File: config.mk
export PLATFORM = sky130hd
export DESIGN_NAME = bpfa_regs
export DESIGN_NICKNAME = d
export VERILOG_FILES = /design/src/rtl/bpfa_pkg.sv /design/src/rtl/bpfa_regs.sv
export SDC_FILE = /design/constraint.sdc
export NUM_CORES = 1
export LEC_CHECK = 0
export BUFFER_PORTS_ARGS = -buffer_cell sky130_fd_sc_hd__buf_2
export CORE_MARGIN = 2
export CORE_UTILIZATION = 48
export CTS_BUF_LIST = sky130_fd_sc_hd__clkbuf_8
export DETAILED_ROUTE_END_ITERATION = 10
export MAX_ROUTING_LAYER = met4
export PLACE_DENSITY = 0.82
export SETUP_SLACK_MARGIN = 0.02
export SLEW_MARGIN = 20
export SYNTH_ARGS = -nofsm -noshare
export SYNTH_HDL_FRONTEND = slang
export SYNTH_SLANG_ARGS = --single-unit
File: constraint.sdc
create_clock -name clk -period 1.1 [get_ports clk]
set_input_delay 0.11 -clock clk [delete_from_list [all_inputs] [get_ports clk]]
set_output_delay 0.11 -clock clk [all_outputs]
set_load 0.01 [all_outputs]
File: src/rtl/bpfa_pkg.sv
// ----------------------------------------------------------------------------
// bpfa_pkg
// Shared types, codes and constants of the bitmap page frame allocator.
// ----------------------------------------------------------------------------
package bpfa_pkg;

    localparam int ARENA_COUNT_DEF     = 2;
    localparam int PAGES_PER_ARENA_DEF = 1024;

    localparam int WORD_BITS  = 32;
    localparam int BIT_W      = 5;
    localparam int PAGE_OFS_W = 12;
    localparam int ADDR_W     = 32;
    localparam int BASE_W     = 20;
    localparam int PAGES_W    = 11;
    localparam int CFG_ARENAS = 2;
    localparam int PADDR_W    = 4;
    localparam int PDATA_W    = 32;

    typedef enum logic [1:0] {
        CMD_ALLOC   = 2'd0,
        CMD_FREE    = 2'd1,
        CMD_RESERVE = 2'd2
    } cmd_code_t;

    typedef enum logic [1:0] {
        ST_OK         = 2'd0,
        ST_OOM        = 2'd1,
        ST_MISALIGNED = 2'd2,
        ST_OUTSIDE    = 2'd3
    } status_code_t;

    typedef enum logic [1:0] {
        REG_ARENA0_BASE  = 2'd0,
        REG_ARENA0_PAGES = 2'd1,
        REG_ARENA1_BASE  = 2'd2,
        REG_ARENA1_PAGES = 2'd3
    } reg_index_t;

    typedef struct packed {
        logic [BASE_W-1:0]  base_frame;
        logic [PAGES_W-1:0] pages;
    } arena_cfg_t;

    typedef enum logic [2:0] {
        FSM_CLEAR,
        FSM_IDLE,
        FSM_SEARCH,
        FSM_LOCATE,
        FSM_READ,
        FSM_EVAL,
        FSM_REPLY
    } fsm_state_t;

    typedef enum logic {
        OUT_SEL_EVAL,
        OUT_SEL_PLAIN
    } out_sel_t;

    typedef struct packed {
        logic     req_ready;
        logic     clear_step;
        logic     search;
        logic     locate;
        logic     mem_read;
        logic     skip_word;
        logic     mem_write;
        logic     out_load;
        out_sel_t out_sel;
    } dp_cmd_t;

    typedef struct packed {
        logic       req_valid;
        logic [1:0] req_command;
        logic       clear_last;
        logic       target_ok;
        logic       word_exhausted;
        logic       out_free;
    } dp_status_t;

endpackage

File: src/rtl/bpfa_regs.sv
// ----------------------------------------------------------------------------
// bpfa_regs
// APB register bank holding base frame and page count of each arena.
// ----------------------------------------------------------------------------
module bpfa_regs import bpfa_pkg::*;
#(
    parameter int ARENA_COUNT = ARENA_COUNT_DEF
)
(
    input  logic               clk,
    input  logic               rst_n,
    input  logic               psel,
    input  logic               penable,
    input  logic               pwrite,
    input  logic [PADDR_W-1:0] paddr,
    input  logic [PDATA_W-1:0] pwdata,
    output logic [PDATA_W-1:0] prdata,
    output logic               pready,
    output arena_cfg_t         arena_cfg [ARENA_COUNT]
);

    arena_cfg_t cfg_reg  [CFG_ARENAS];
    arena_cfg_t cfg_next [CFG_ARENAS];
    reg_index_t reg_sel;
    logic       wr_en;

    assign pready  = 1'b1;
    assign reg_sel = reg_index_t'(paddr[3:2]);
    assign wr_en   = psel && penable && pwrite && pready;

    always_comb
    begin
        cfg_next = cfg_reg;
        if (wr_en)
        begin
            case (reg_sel)
                REG_ARENA0_BASE:  cfg_next[0].base_frame = pwdata[BASE_W-1:0];
                REG_ARENA0_PAGES: cfg_next[0].pages      = pwdata[PAGES_W-1:0];
                REG_ARENA1_BASE:  cfg_next[1].base_frame = pwdata[BASE_W-1:0];
                REG_ARENA1_PAGES: cfg_next[1].pages      = pwdata[PAGES_W-1:0];
                default:          cfg_next = cfg_reg;
            endcase
        end
    end

    always_ff @(posedge clk or negedge rst_n)
    begin
        if (!rst_n)
        begin
            for (int i = 0; i < CFG_ARENAS; i++)
            begin
                cfg_reg[i] <= '0;
            end
        end
        else
        begin
            cfg_reg <= cfg_next;
        end
    end

    always_comb
    begin
        case (reg_sel)
            REG_ARENA0_BASE:  prdata = PDATA_W'(cfg_reg[0].base_frame);
            REG_ARENA0_PAGES: prdata = PDATA_W'(cfg_reg[0].pages);
            REG_ARENA1_BASE:  prdata = PDATA_W'(cfg_reg[1].base_frame);
            REG_ARENA1_PAGES: prdata = PDATA_W'(cfg_reg[1].pages);
            default:          prdata = '0;
        endcase
    end

    // arenas without registers stay empty
    for (genvar a = 0; a < ARENA_COUNT; a++)
    begin : g_cfg
        if (a < CFG_ARENAS)
        begin : g_live
            assign arena_cfg[a] = cfg_reg[a];
        end
        else
        begin : g_empty
            assign arena_cfg[a] = '0;
        end
    end

endmodule

==> results.tsv <==
stage	metric	value	unit
run_status	status	finished, violations left	
run_status	violations	negative setup slack	
timing	setup_tns	-5510	ps
route	wire_per_inst	19.9	um
power	netSwitchingFraction	0.303	
power	irDropWorstVdd	1160	uV
clock_network	clock-root-buffer	clkbuf_8	
critical_path	crit_path_end_kind	output pin	
timing	slew_violations	0	
route	drt_iter0_markers	90	
synthesis	yosys.area.top_type	dfrtp_1	
power	cellPowerDensity	1920	mW/mm^2
floorplan	die_x	81.9	um
timing	fin_crit	1510	ps
floorplan	start_util	0.494	
synthesis	syn_inst	186	
cells_and_area	fin_area	0.00475	sq mm
critical_path	worstSetupStartpoint	arena_cfg[10]	
synthesis	synth_cell_types	17	
global_route	grtUsageTotal	0.252	
cells_and_area	post-route-util	0.808	
synthesis	syn_avg_cell_area	15.6	sq um
placed_design	io_buffers	108	
power	clkPwrFrac	0.186	
clock_network	cts_buffers	9	
min_path	whs_path_depth	2	
route	drc	0	
timing	timing.final.crit_share	1.38	
route	avgViaCountPerCell	5.31	
cells_and_area	diodes	0	
route	postRouteAntennaNets	0	
timing	setup_slack	-414	ps
clock_network	cts_max_level	3	
min_path	hold_start	pwdata[11]	
power	seqPwrFrac	0.354	
synthesis	syn_area	0.00291	sq mm
route	totalWireLength	8.85	mm
critical_path	startpoint_type	flip-flop	
global_route	grt_antenna_before_repair	0	
critical_path	reg2reg_to	arena_cfg[25]	
cells_and_area	multiInputGateArea	0.00124	sq mm
cells_and_area	register_area	0.00155	sq mm
floorplan	core_area	0.00589	sq mm
timing	setup_viol	28	
synthesis	synth_top_area_share	0.533	
placed_design	dp.cells	402	
timing	max_freq	661	MHz
global_route	overflow	0	
synthesis	synth_warnings	0	
timing	hold_violations	0	
floorplan	die_area	0.00670	sq mm
cells_and_area	fin_cells	445	
cells_and_area	area_growth	63.4	%
cells_and_area	final_common_cell	buf_6	
timing	rsz0062_at_grt	true	
critical_path	critPathMaxFanout	2	
placed_design	dp_hpwl	5.01	mm
placed_design	pre_cts_ws	-243	ps
floorplan	num_rows	28	
synthesis	synthTopCellsByArea	dfrtp_1 (53%), mux2_2 (16%), mux2_4 (10%), mux4_2 (8.5%), buf_4 (3.4%)	
clock_network	cts_sinks	62	
global_route	grt_pass1_vias	2426	
clock_network	cts_tree	yes	
placed_design	globalplace.congestion	0.751	
cells_and_area	nFillCells	314	
critical_path	cp_data_required_time	990	ps
global_route	grt_max_degree	63	
power	power.internal	6.37	mW
critical_path	r2r_setup_slack	50	ps
critical_path	critPathArrivalTime	1400	ps
power	leakage	2.43	nW
synthesis	synth_seq_cells	62	
clock_network	clk_path_buf_depth	2	
critical_path	r2r_start	arena_cfg[25]	
cells_and_area	nets	406	
clock_network	clk_pin_slew_worst_paths	80	ps
power	comb_power_share	0.460	
synthesis	ys_seq_area_frac	0.533	
min_path	hold_class	in -> reg	
clock_network	insertion_delay	330	ps
floorplan	die_h	81.9	um
route	dr_total_vias	2364	
critical_path	crit_type	reg -> out	
floorplan	num_io_pins	136	
route	firstDrtPassIters	5	
cells_and_area	largest_reg_flops	62	
cells_and_area	most-common-layout-cells	buf_6 (113), dfrtp_1 (62), buf_2 (46)	
timing	skew	0	ps
cells_and_area	drive_gt1_frac	0.722	
critical_path	rr_worst_depth	3	
placed_design	place_area	0.00381	sq mm
global_route	grt_pass1_wl	11.9	mm
min_path	whs_endpoint	arena_cfg[22]	
power	p_sw	2.77	mW
run	cap_violations	0	
per-stage QoR:
stage | power, mW | hold slack, ps
CTS | 8.50 | 10.2
finish | 9.14 | 3.31
global route | 9.55 | 6.62
detailed placement | 5.90 | 147
global placement | 5.80 | 140
floorplan | 4.48 | -186
worst max path at each step:
| stage | end | depth (start not counted) |
|---|---|---|
| 6_report | prdata[10] | 2 |
| 4_1_cts | prdata[10] | 2 |
| 2_1_floorplan | arena_cfg[11] | 5 |
| 5_1_grt | prdata[10] | 2 |
| 3_5_place_dp | arena_cfg[13] | 4 |
| 3_3_place_gp | arena_cfg[13] | 4 |
critical path, cell delays in order (launching register included):
cell	delay [ps]
dfrtp_1	400
mux4_2	520
buf_6	150
cell type report:
| cell class | instances | share of cell area |
|---|---|---|
| inverters | 1 | 0.000789 |
| clock inverters | 6 | 0.00500 |
| clock buffers | 10 | 0.0289 |
| flip-flops and latches | 62 | 0.326 |
| repair buffers | 181 | 0.359 |
| multi-input cells | 110 | 0.260 |
| well taps | 75 | 0.0197 |
per-layer routing:
| metal | vias up | global-route usage | share of wire |
|---|---|---|---|
| li1 | 1001 | - | - |
| met1 | 1213 | 0.291 | 0.39 |
| met2 | 114 | 0.403 | 0.52 |
| met3 | 36 | 0.0571 | 0.051 |
| met4 | 0 | 0.150 | 0.044 |
| met5 | - | - | 0 |
power groups by stage:
stage	logic [mW]	registers (mW)	clock network (mW)
2_1_floorplan	1.03	3.45	0
3_3_place_gp	2.64	3.16	0
3_5_place_dp	2.72	3.18	0
4_1_cts	3.70	3.12	1.67
5_1_grt	4.45	3.28	1.82
6_report	4.20	3.23	1.70
synthesized netlist by cell type:
cell      instances
inv_2             1
mux4_2           11
nand3_1           1
clkbuf_1          1
buf_6             2
or2_1             1
nand4_1           1
buf_2             8
nor2_1           10
conb_1            2
buf_4            13
mux2i_1           9
or3_4             1
nor3_1            1
mux2_2           42
mux2_4           20
dfrtp_1          62
what timing repair did:
item,4_1_cts,5_1_grt
hold buffers,1,0
setup buffers,27,23
resized for setup,67,48
endpoints found under the setup margin,53,71
endpoints found under the hold margin,62,0
cells by family (layout without fill, tap and decap cells):
group | Yosys count | in the layout | share of synthesized area
buffers and inverters | 25 | 198 | 0.0576
flip-flops | 62 | 62 | 0.533
other | 2 | 13 | 0.00258
AND/OR/NAND/NOR | 15 | 15 | 0.0245
multiplexers | 82 | 82 | 0.382
Note: power is estimated with default switching activity, not from simulation.
