<file path="src/rtl/bpfa_pkg.sv">
// ----------------------------------------------------------------------------
// bpfa_pkg
// Shared types, codes and constants of the bitmap page frame allocator.
// ----------------------------------------------------------------------------
package bpfa_pkg;

    localparam int ARENA_COUNT_DEF     = 2;
    localparam int PAGES_PER_ARENA_DEF = 1024;

    localparam int WORD_BITS  = 32;
    localparam int BIT_W      = 5;
    localparam int PAGE_OFS_W = 12;
    localparam int ADDR_W     = 32;
    localparam int BASE_W     = 20;
    localparam int PAGES_W    = 11;
    localparam int CFG_ARENAS = 2;
    localparam int PADDR_W    = 4;
    localparam int PDATA_W    = 32;

    typedef enum logic [1:0] {
        CMD_ALLOC   = 2'd0,
        CMD_FREE    = 2'd1,
        CMD_RESERVE = 2'd2
    } cmd_code_t;

    typedef enum logic [1:0] {
        ST_OK         = 2'd0,
        ST_OOM        = 2'd1,
        ST_MISALIGNED = 2'd2,
        ST_OUTSIDE    = 2'd3
    } status_code_t;

    typedef enum logic [1:0] {
        REG_ARENA0_BASE  = 2'd0,
        REG_ARENA0_PAGES = 2'd1,
        REG_ARENA1_BASE  = 2'd2,
        REG_ARENA1_PAGES = 2'd3
    } reg_index_t;

    typedef struct packed {
        logic [BASE_W-1:0]  base_frame;
        logic [PAGES_W-1:0] pages;
    } arena_cfg_t;

    typedef enum logic [2:0] {
        FSM_CLEAR,
        FSM_IDLE,
        FSM_SEARCH,
        FSM_LOCATE,
        FSM_READ,
        FSM_EVAL,
        FSM_REPLY
    } fsm_state_t;

    typedef enum logic {
        OUT_SEL_EVAL,
        OUT_SEL_PLAIN
    } out_sel_t;

    typedef struct packed {
        logic     req_ready;
        logic     clear_step;
        logic     search;
        logic     locate;
        logic     mem_read;
        logic     skip_word;
        logic     mem_write;
        logic     out_load;
        out_sel_t out_sel;
    } dp_cmd_t;

    typedef struct packed {
        logic       req_valid;
        logic [1:0] req_command;
        logic       clear_last;
        logic       target_ok;
        logic       word_exhausted;
        logic       out_free;
    } dp_status_t;

endpackage

</file>
<file path="src/rtl/bpfa_ctrl.sv">
// ----------------------------------------------------------------------------
// bpfa_ctrl
// Sequencer of the page frame allocator: clearing pass, search or lookup,
// read, update and response load.
// ----------------------------------------------------------------------------
module bpfa_ctrl import bpfa_pkg::*;
(
    input  logic       clk,
    input  logic       rst_n,
    input  dp_status_t status,
    output dp_cmd_t    cmd
);

    fsm_state_t state_reg, state_next;

    always_ff @(posedge clk or negedge rst_n)
    begin
        if (!rst_n)
        begin
            state_reg <= FSM_CLEAR;
        end
        else
        begin
            state_reg <= state_next;
        end
    end

    always_comb
    begin
        cmd        = '0;
        cmd.out_sel = OUT_SEL_EVAL;
        state_next = state_reg;
        case (state_reg)
            FSM_CLEAR:
            begin
                cmd.clear_step = 1'b1;
                if (status.clear_last)
                begin
                    state_next = FSM_IDLE;
                end
            end
            FSM_IDLE:
            begin
                cmd.req_ready = 1'b1;
                if (status.req_valid)
                begin
                    case (status.req_command)
                        CMD_ALLOC:             state_next = FSM_SEARCH;
                        CMD_FREE, CMD_RESERVE: state_next = FSM_LOCATE;
                        default:               state_next = FSM_REPLY;
                    endcase
                end
            end
            FSM_SEARCH:
            begin
                cmd.search = 1'b1;
                state_next = FSM_READ;
            end
            FSM_LOCATE:
            begin
                cmd.locate = 1'b1;
                state_next = FSM_READ;
            end
            FSM_READ:
            begin
                if (status.target_ok)
                begin
                    cmd.mem_read = 1'b1;
                    state_next   = FSM_EVAL;
                end
                else
                begin
                    state_next = FSM_REPLY;
                end
            end
            FSM_EVAL:
            begin
                if (status.word_exhausted)
                begin
                    cmd.skip_word = 1'b1;
                    state_next    = FSM_SEARCH;
                end
                else if (status.out_free)
                begin
                    cmd.mem_write = 1'b1;
                    cmd.out_load  = 1'b1;
                    state_next    = FSM_IDLE;
                end
            end
            FSM_REPLY:
            begin
                if (status.out_free)
                begin
                    cmd.out_load = 1'b1;
                    cmd.out_sel  = OUT_SEL_PLAIN;
                    state_next   = FSM_IDLE;
                end
            end
            default:
            begin
                state_next = FSM_IDLE;
            end
        endcase
    end

endmodule

</file>
<file path="config.mk">
export PLATFORM = sky130hd
export DESIGN_NAME = bpfa_ctrl
export DESIGN_NICKNAME = d
export VERILOG_FILES = /design/src/rtl/bpfa_pkg.sv /design/src/rtl/bpfa_ctrl.sv
export SDC_FILE = /design/constraint.sdc
export NUM_CORES = 1
export LEC_CHECK = 0
export ABC_CLOCK_PERIOD_IN_PS = 1440
export BUFFER_PORTS_ARGS = -buffer_cell sky130_fd_sc_hd__buf_2
export CAP_MARGIN = 25
export CORE_AREA = 2 2 39 41
export CTS_BUF_LIST = sky130_fd_sc_hd__clkbuf_16
export DETAILED_ROUTE_END_ITERATION = 8
export DIE_AREA = 0 0 41 43
export PLACE_DENSITY = 0.52
export SYNTH_ARGS = -nofsm -noshare
export SYNTH_HDL_FRONTEND = slang
export SYNTH_SLANG_ARGS = --single-unit
</file>
<file path="constraint.sdc">
create_clock -name clk -period 1.44 [get_ports clk]
set_input_delay 0 -clock clk [delete_from_list [all_inputs] [get_ports clk]]
set_output_delay 0 -clock clk [all_outputs]
set_load 0.05 [all_outputs]
</file>
==> run metrics, run 1 <==
run status=completed; Placeable Area=0.001384 mm^2; Root Driver=clkbuf_16; CP most frequent cell=buf_4; Mapped Cells=44; Detailed Place HPWL=686.7 um; initial antenna violation count=0; MaxCap Viol Count=0; Num CTS Buffers=3; worst min-delay path class=input port to async pin; final setup fails=0; die area=0.001763 mm^2; reg-to-reg slack, setup=about 0.1 ns; setup bufs post-CTS=0; Top FF cell, synth=dfrtp_1; GP Congestion=0.7525; DP Cell Count=77; CP max FO=10; Fmax achieved=between 700 and 800 MHz; Setup crit end kind=output port; GR Overflow Total=0; startpoint class of the critical path=flop; max FFs per register=3; critical path class=flop to output port; Buffers & Inverters on Critical Path=2; Die Width=41 um; synthesized cell area=approximately 330 um^2; Slowest Stage Delay on Critical Path=roughly 0.4 ns; CTS tree=yes; RSZ-0062 raised after global routing=no; top cell family by delay on the critical path=flip-flops; # fillers=157; share of post-route cells with drive strength above 1=43.94%; area of the multi-input gates=234.0 um^2; FF+latch count, synth=3; number of synthesized flops with an enable pin=0; drt total wl=987 um; Initial DRC Count=7; antenna fix cells=0; H-tree depth=1; WL per Instance=12.04 um; num ports=18; Initial Util=approximately a quarter; Die Y=43 um; GRT Resource Usage Total=13.47%; Max stage delay cell, worst path=dfrtp_1; syn_area_per_cell=7.507 um^2; Final Max Tran Viols=0; Placed Area=approximately 460 um^2; Layout Cells excl Fill=between 80 and 90; routed vias=398; Peak VDD IR=0.0009797 V; Crit path arrival time=1.35 ns; Yosys Warn Count=0; Distinct cells, synth=22; design area=550.5 um^2; crit-path cells=buf_4, nor2b_1, nor3b_2, buf_4; CTS Sinks=3; drt via density=4.854; top cells by area, synth=dfrtp_1, nor2b_1, buf_2; async set-reset flop share out of synthesis=100.0%; area leader, netlist=dfrtp_1; P&R area growth vs syn=66.67%; Worst slew margin=77.92%; fin crit share=93.84%; Static Leak=0.2890 nW; largest net degree at the start of global routing=15; Antenna Violating Nets Remaining=0; # port buffers=17; DRT Pass-1 Iters=4; Nets=between 70 and 80; Required @ worst endpoint=1.44 ns; Setup TNS=0 ns; total power=1.453 mW; final core utilization=39.78%; first-pass GRT wire length=around 1.5 mm; drt drc=0; final period demand of the worst path=1.351 ns; pwr/cell area=2640 mW/mm^2; clk buf depth=2; worst skew pair latency=0.22 ns; Register Area=76.32 um^2; Seq/Total Area, Yosys=between 20 and 25%; Worst Skew=roughly 0.000081 ns; Mapped Nets=between 50 and 60; Clock transition at path regs=0.03 ns; vias in the first global route=342; Final Hold Fails=0; Core Rows=14; area share of the largest cell type after synthesis=22.73%; Slew @ Worst Pin=0.3312 ns
per-stage QoR:
stage / setup slack, ns / hold slack [ns]
after floorplan: 0.004692 / -0.2956
final: 0.08874 / 0.1126
after global placement: 0.1087 / -0.1986
after detailed placement: 0.1051 / -0.1990
after global routing: 0.007487 / 0.1368
after CTS: 0.01937 / 0.1107
kinds of logic after synthesis:
family / Yosys count / synth area share [%]
simple gates: 19 / 32.95
compound gates: 14 / 31.06
fa+ha+maj: 1 / 3.787
flops: 3 / 22.73
buf+inv: 7 / 9.470
layout make-up:
type / instances / share of cell area, %
Clock buffer: 3 / 13.64
Inverter: 3 / 2.045
Multi-Input combinational cell: 34 / 42.50
Tap cell: 16 / 3.636
Clock inverter: 1 / 0.6818
Sequential cell: 3 / 13.86
Timing Repair Buffer: 22 / 23.64
layer usage:
metal,track usage [%],vias up,routed length [um]
li1,-,202,-
met4,12.00,0,19
met2,17.81,20,441
met5,0,-,0
met3,4.712,2,91
met1,16.13,174,434
Yosys cell counts, drive strengths merged, types with 2 or more instances:
master,number
nor2b,5
buf,4
nor2,4
o21ai,4
and3,3
dfrtp,3
inv,3
a211oi,2
a21oi,2
nor3b,2
path summary, 6_finish.rpt:
path,cells past startpoint,start,end
max in group asynchronous,2,rst_n,state_reg[2]
min in group clk,3,status[0],state_reg[1]
setup reg to reg,4,state_reg[1],state_reg[0]
setup / recovery,4,state_reg[1],cmd[4]
hold reg to reg,2,state_reg[2],state_reg[1]
hold / removal,2,rst_n,state_reg[1]
layout by cell type (no fill, tap or decap), drive strengths merged, types with 3 or more instances in the layout:
cell    Yosys  routed
clkbuf      0       4
buf         4      20
o21ai       4       4
nor2        4       4
and3        3       3
dfrtp       3       3
inv         3       4
nor2b       5       5
report_power, final:
group / internal, mW / switching, mW
clock network: 0.358 / 0.0753
registers: 0.128 / 0.0652
logic: 0.303 / 0.525
total: 0.788 / 0.665
timing repair:
action	4_1_cts	5_1_grt
hold buffers	1	0
endpoints found under the setup margin	2	2
endpoints found under the hold margin	3	0
resized for setup	1	3
No activity file was read; power rests on OpenSTA's default activity.
==> inputs of run 2 (changes only) <==
- REMOVE_ABC_BUFFERS: not set -> 1
==> run 2 against run 1 <==
Compared with the run above:
- clock power grew 3%
- highest routed layer unchanged
- non-clock buffer count grew 3
- combinational power rose by 5.2%
- cell count rose by 3.7%
- clock-buffer cell count unchanged
- via count is 4.3% higher
- critical endpoint unchanged
- global-route usage rose by 0.80 points
- sequential cell count stayed put
- worst setup slack lost 0.024 ns
==> run metrics, run 2 (synthesized netlist as in run 1, its figures left out) <==
P&R area growth vs syn=75.38% (was 66.67%); CP max FO=6 (was 10); CTS Sinks=3 (unchanged); share of post-route cells with drive strength above 1=43.48% (was 43.94%); H-tree depth=1 (unchanged); setup ws final=0.06490 ns (was 0.08874 ns); final period demand of the worst path=1.375 ns (was 1.351 ns); DRT Pass-1 Iters=4 (unchanged); Final Hold Fails=0 (unchanged); max FFs per register=3 (unchanged); num ports=18 (unchanged); Worst Skew=0.001786 ns (was 0.00008075 ns); Slowest Stage Delay on Critical Path=0.42 ns (was 0.39 ns); commonest non-fill, non-tap cell in the layout=buf_2 (unchanged); Num CTS Buffers=3 (unchanged); CTS tree=yes (unchanged); startpoint class of the critical path=flop (unchanged); fin crit share=95.49% (was 93.84%); Die Width=41 um (unchanged); MaxCap Viol Count=0 (unchanged); commonest non-fill, non-tap cells in the layout=buf_2, buf_4, nor2b_1 (was buf_2, nor2b_1, buf_4); # port buffers=17 (unchanged); Required @ worst endpoint=1.44 ns (about the same); FF-to-FF Start=state_reg[1] (unchanged); Final Max Tran Viols=0 (unchanged); internal power=0.8370 mW (was 0.7883 mW); worst reg2reg path endpoint=state_reg[0] (unchanged); critical path class=flop to output port (unchanged); GR Overflow Total=0 (unchanged); drt via density=4.882 (was 4.854); die area=0.001763 mm^2 (unchanged); clk buf depth=2 (unchanged); R2R cell count=4 (unchanged); GP Congestion=0.8132 (was 0.7525); Min Hold Slack=0.1018 ns (was 0.1126 ns); drt drc=0 (unchanged); Placeable Area=0.001384 mm^2 (unchanged); Die Y=43 um (unchanged); Core Rows=14 (unchanged); Reg power frac=13.1% (was 13.3%); crit-path cells=buf_4, nor2b_1, nor3b_2, buf_6 (was buf_4, nor2b_1, nor3b_2, buf_4); Static Leak=0.3158 nW (was 0.2890 nW); Initial Util=23.87% (unchanged); drt total wl=950 um (was 987 um); Antenna Violating Nets Remaining=0 (unchanged); first-pass GRT wire length=1.566 mm (was 1.476 mm); Slew @ Worst Pin=0.3054 ns (was 0.3312 ns); pre-CTS setup slack=0.1077 ns (was 0.1051 ns); Nets=80 (was 77); Combinational Power Share=57.5% (was 56.9%); Setup crit end kind=output port (unchanged); critical path startpoint=state_reg[1] (unchanged); antenna fix cells=0 (unchanged); largest net degree at the start of global routing=12 (was 15); reg-to-reg slack, setup=0.10 ns (about the same); run status=completed (unchanged); total power=1.512 mW (was 1.453 mW); Fmax achieved=727.2 MHz (was 740.1 MHz); CP Capture Point=cmd[4] (unchanged); worst min-delay path class=input port to flop (was input port to async pin); vias in the first global route=372 (was 342); Worst slew margin=79.64% (was 77.92%); initial antenna violation count=0 (unchanged); Initial DRC Count=9 (was 7); worst skew pair latency=0.23 ns (was 0.22 ns); routed vias=415 (was 398); Switching Power=0.6749 mW (was 0.6651 mW); pwr/cell area=2610 mW/mm^2 (was 2640 mW/mm^2); Max stage delay cell, worst path=dfrtp_1 (unchanged); Peak VDD IR=0.001166 V (was 0.0009797 V); Root Driver=clkbuf_16 (unchanged); WL per Instance=11.18 um (was 12.04 um); Detailed Place HPWL=719.9 um (was 686.7 um); Crit path arrival time=1.38 ns (was 1.35 ns); Clk pwr share=29.4% (was 29.8%); GRT Resource Usage Total=14.27% (was 13.47%); switching part of the total=44.64% (was 45.76%); final setup fails=0 (unchanged); Clock transition at path regs=0.03 ns (about the same)
[run 2: power by group through the flow]
stage               Combinational, mW  Clock [mW]  Sequential [mW]
floorplan                       0.536           0            0.224
global placement                0.854           0            0.194
detailed placement              0.850           0            0.194
CTS                             0.857       0.453            0.197
global route                    0.946       0.464            0.209
finish                          0.870       0.444            0.198
[run 2: cell type report]
| type | instances | area, um^2 |
|---|---|---|
| fillers | 148 | 804.5 |
| multi-input cells | 34 | 229.0 |
| repair buffers | 25 | 163.9 |
| flip-flops and latches | 3 | 76.32 |
| clock buffers | 3 | 75.07 |
| well taps | 16 | 20.02 |
| inverters | 3 | 11.26 |
| clock inverters | 1 | 3.754 |
[run 2: what timing repair did]
action / CTS / global route
hold buffers: 1 / 0
buffers inserted: 0 / 0
gates resized for setup: 2 / 7
gates cloned: 0 / 0
endpoints found under the setup margin: 2 / 5
endpoints found under the hold margin: 3 / 0
[run 2: routing by layer]
layer	global-route usage [%]	vias up	routed length (um)	part of all wire (%)
li1	-	209	-	-
met1	16.45	191	431	45
met2	17.81	12	446	47
met3	5.236	3	43	4.5
met4	16.00	0	28	2.9
met5	0	-	0	0
[run 2: per-stage QoR]
stage           TNS [ns]  std cells  utilization [%]  instance area, um^2
2_1_floorplan    -0.8521         40                -                310.3
3_3_place_gp           0         80            33.82                467.9
3_5_place_dp           0         80            33.82                467.9
4_1_cts                0         85            40.51                560.5
5_1_grt        -0.001974         85            41.86                579.3
6_report               0         85            41.86                579.3
[run 2: how the worst min path moves through the flow]
stage	startpoint	endpoint	slack, ns	cells past startpoint
after floorplan	rst_n	state_reg[0]	-0.30	0
after global placement	rst_n	state_reg[2]	-0.20	1
after detailed placement	rst_n	state_reg[2]	-0.20	1
after CTS	rst_n	state_reg[0]	0.1	2
after global routing	rst_n	state_reg[0]	0.13	2
final	status[0]	state_reg[1]	0.10	3
[run 2: critical path: cells and delay by family (launching register included)]
family / cells / cell delay [ns]
flip-flops: 1 / 0.42
AND/OR/NAND/NOR: 2 / 0.38
buffers and inverters: 2 / 0.34
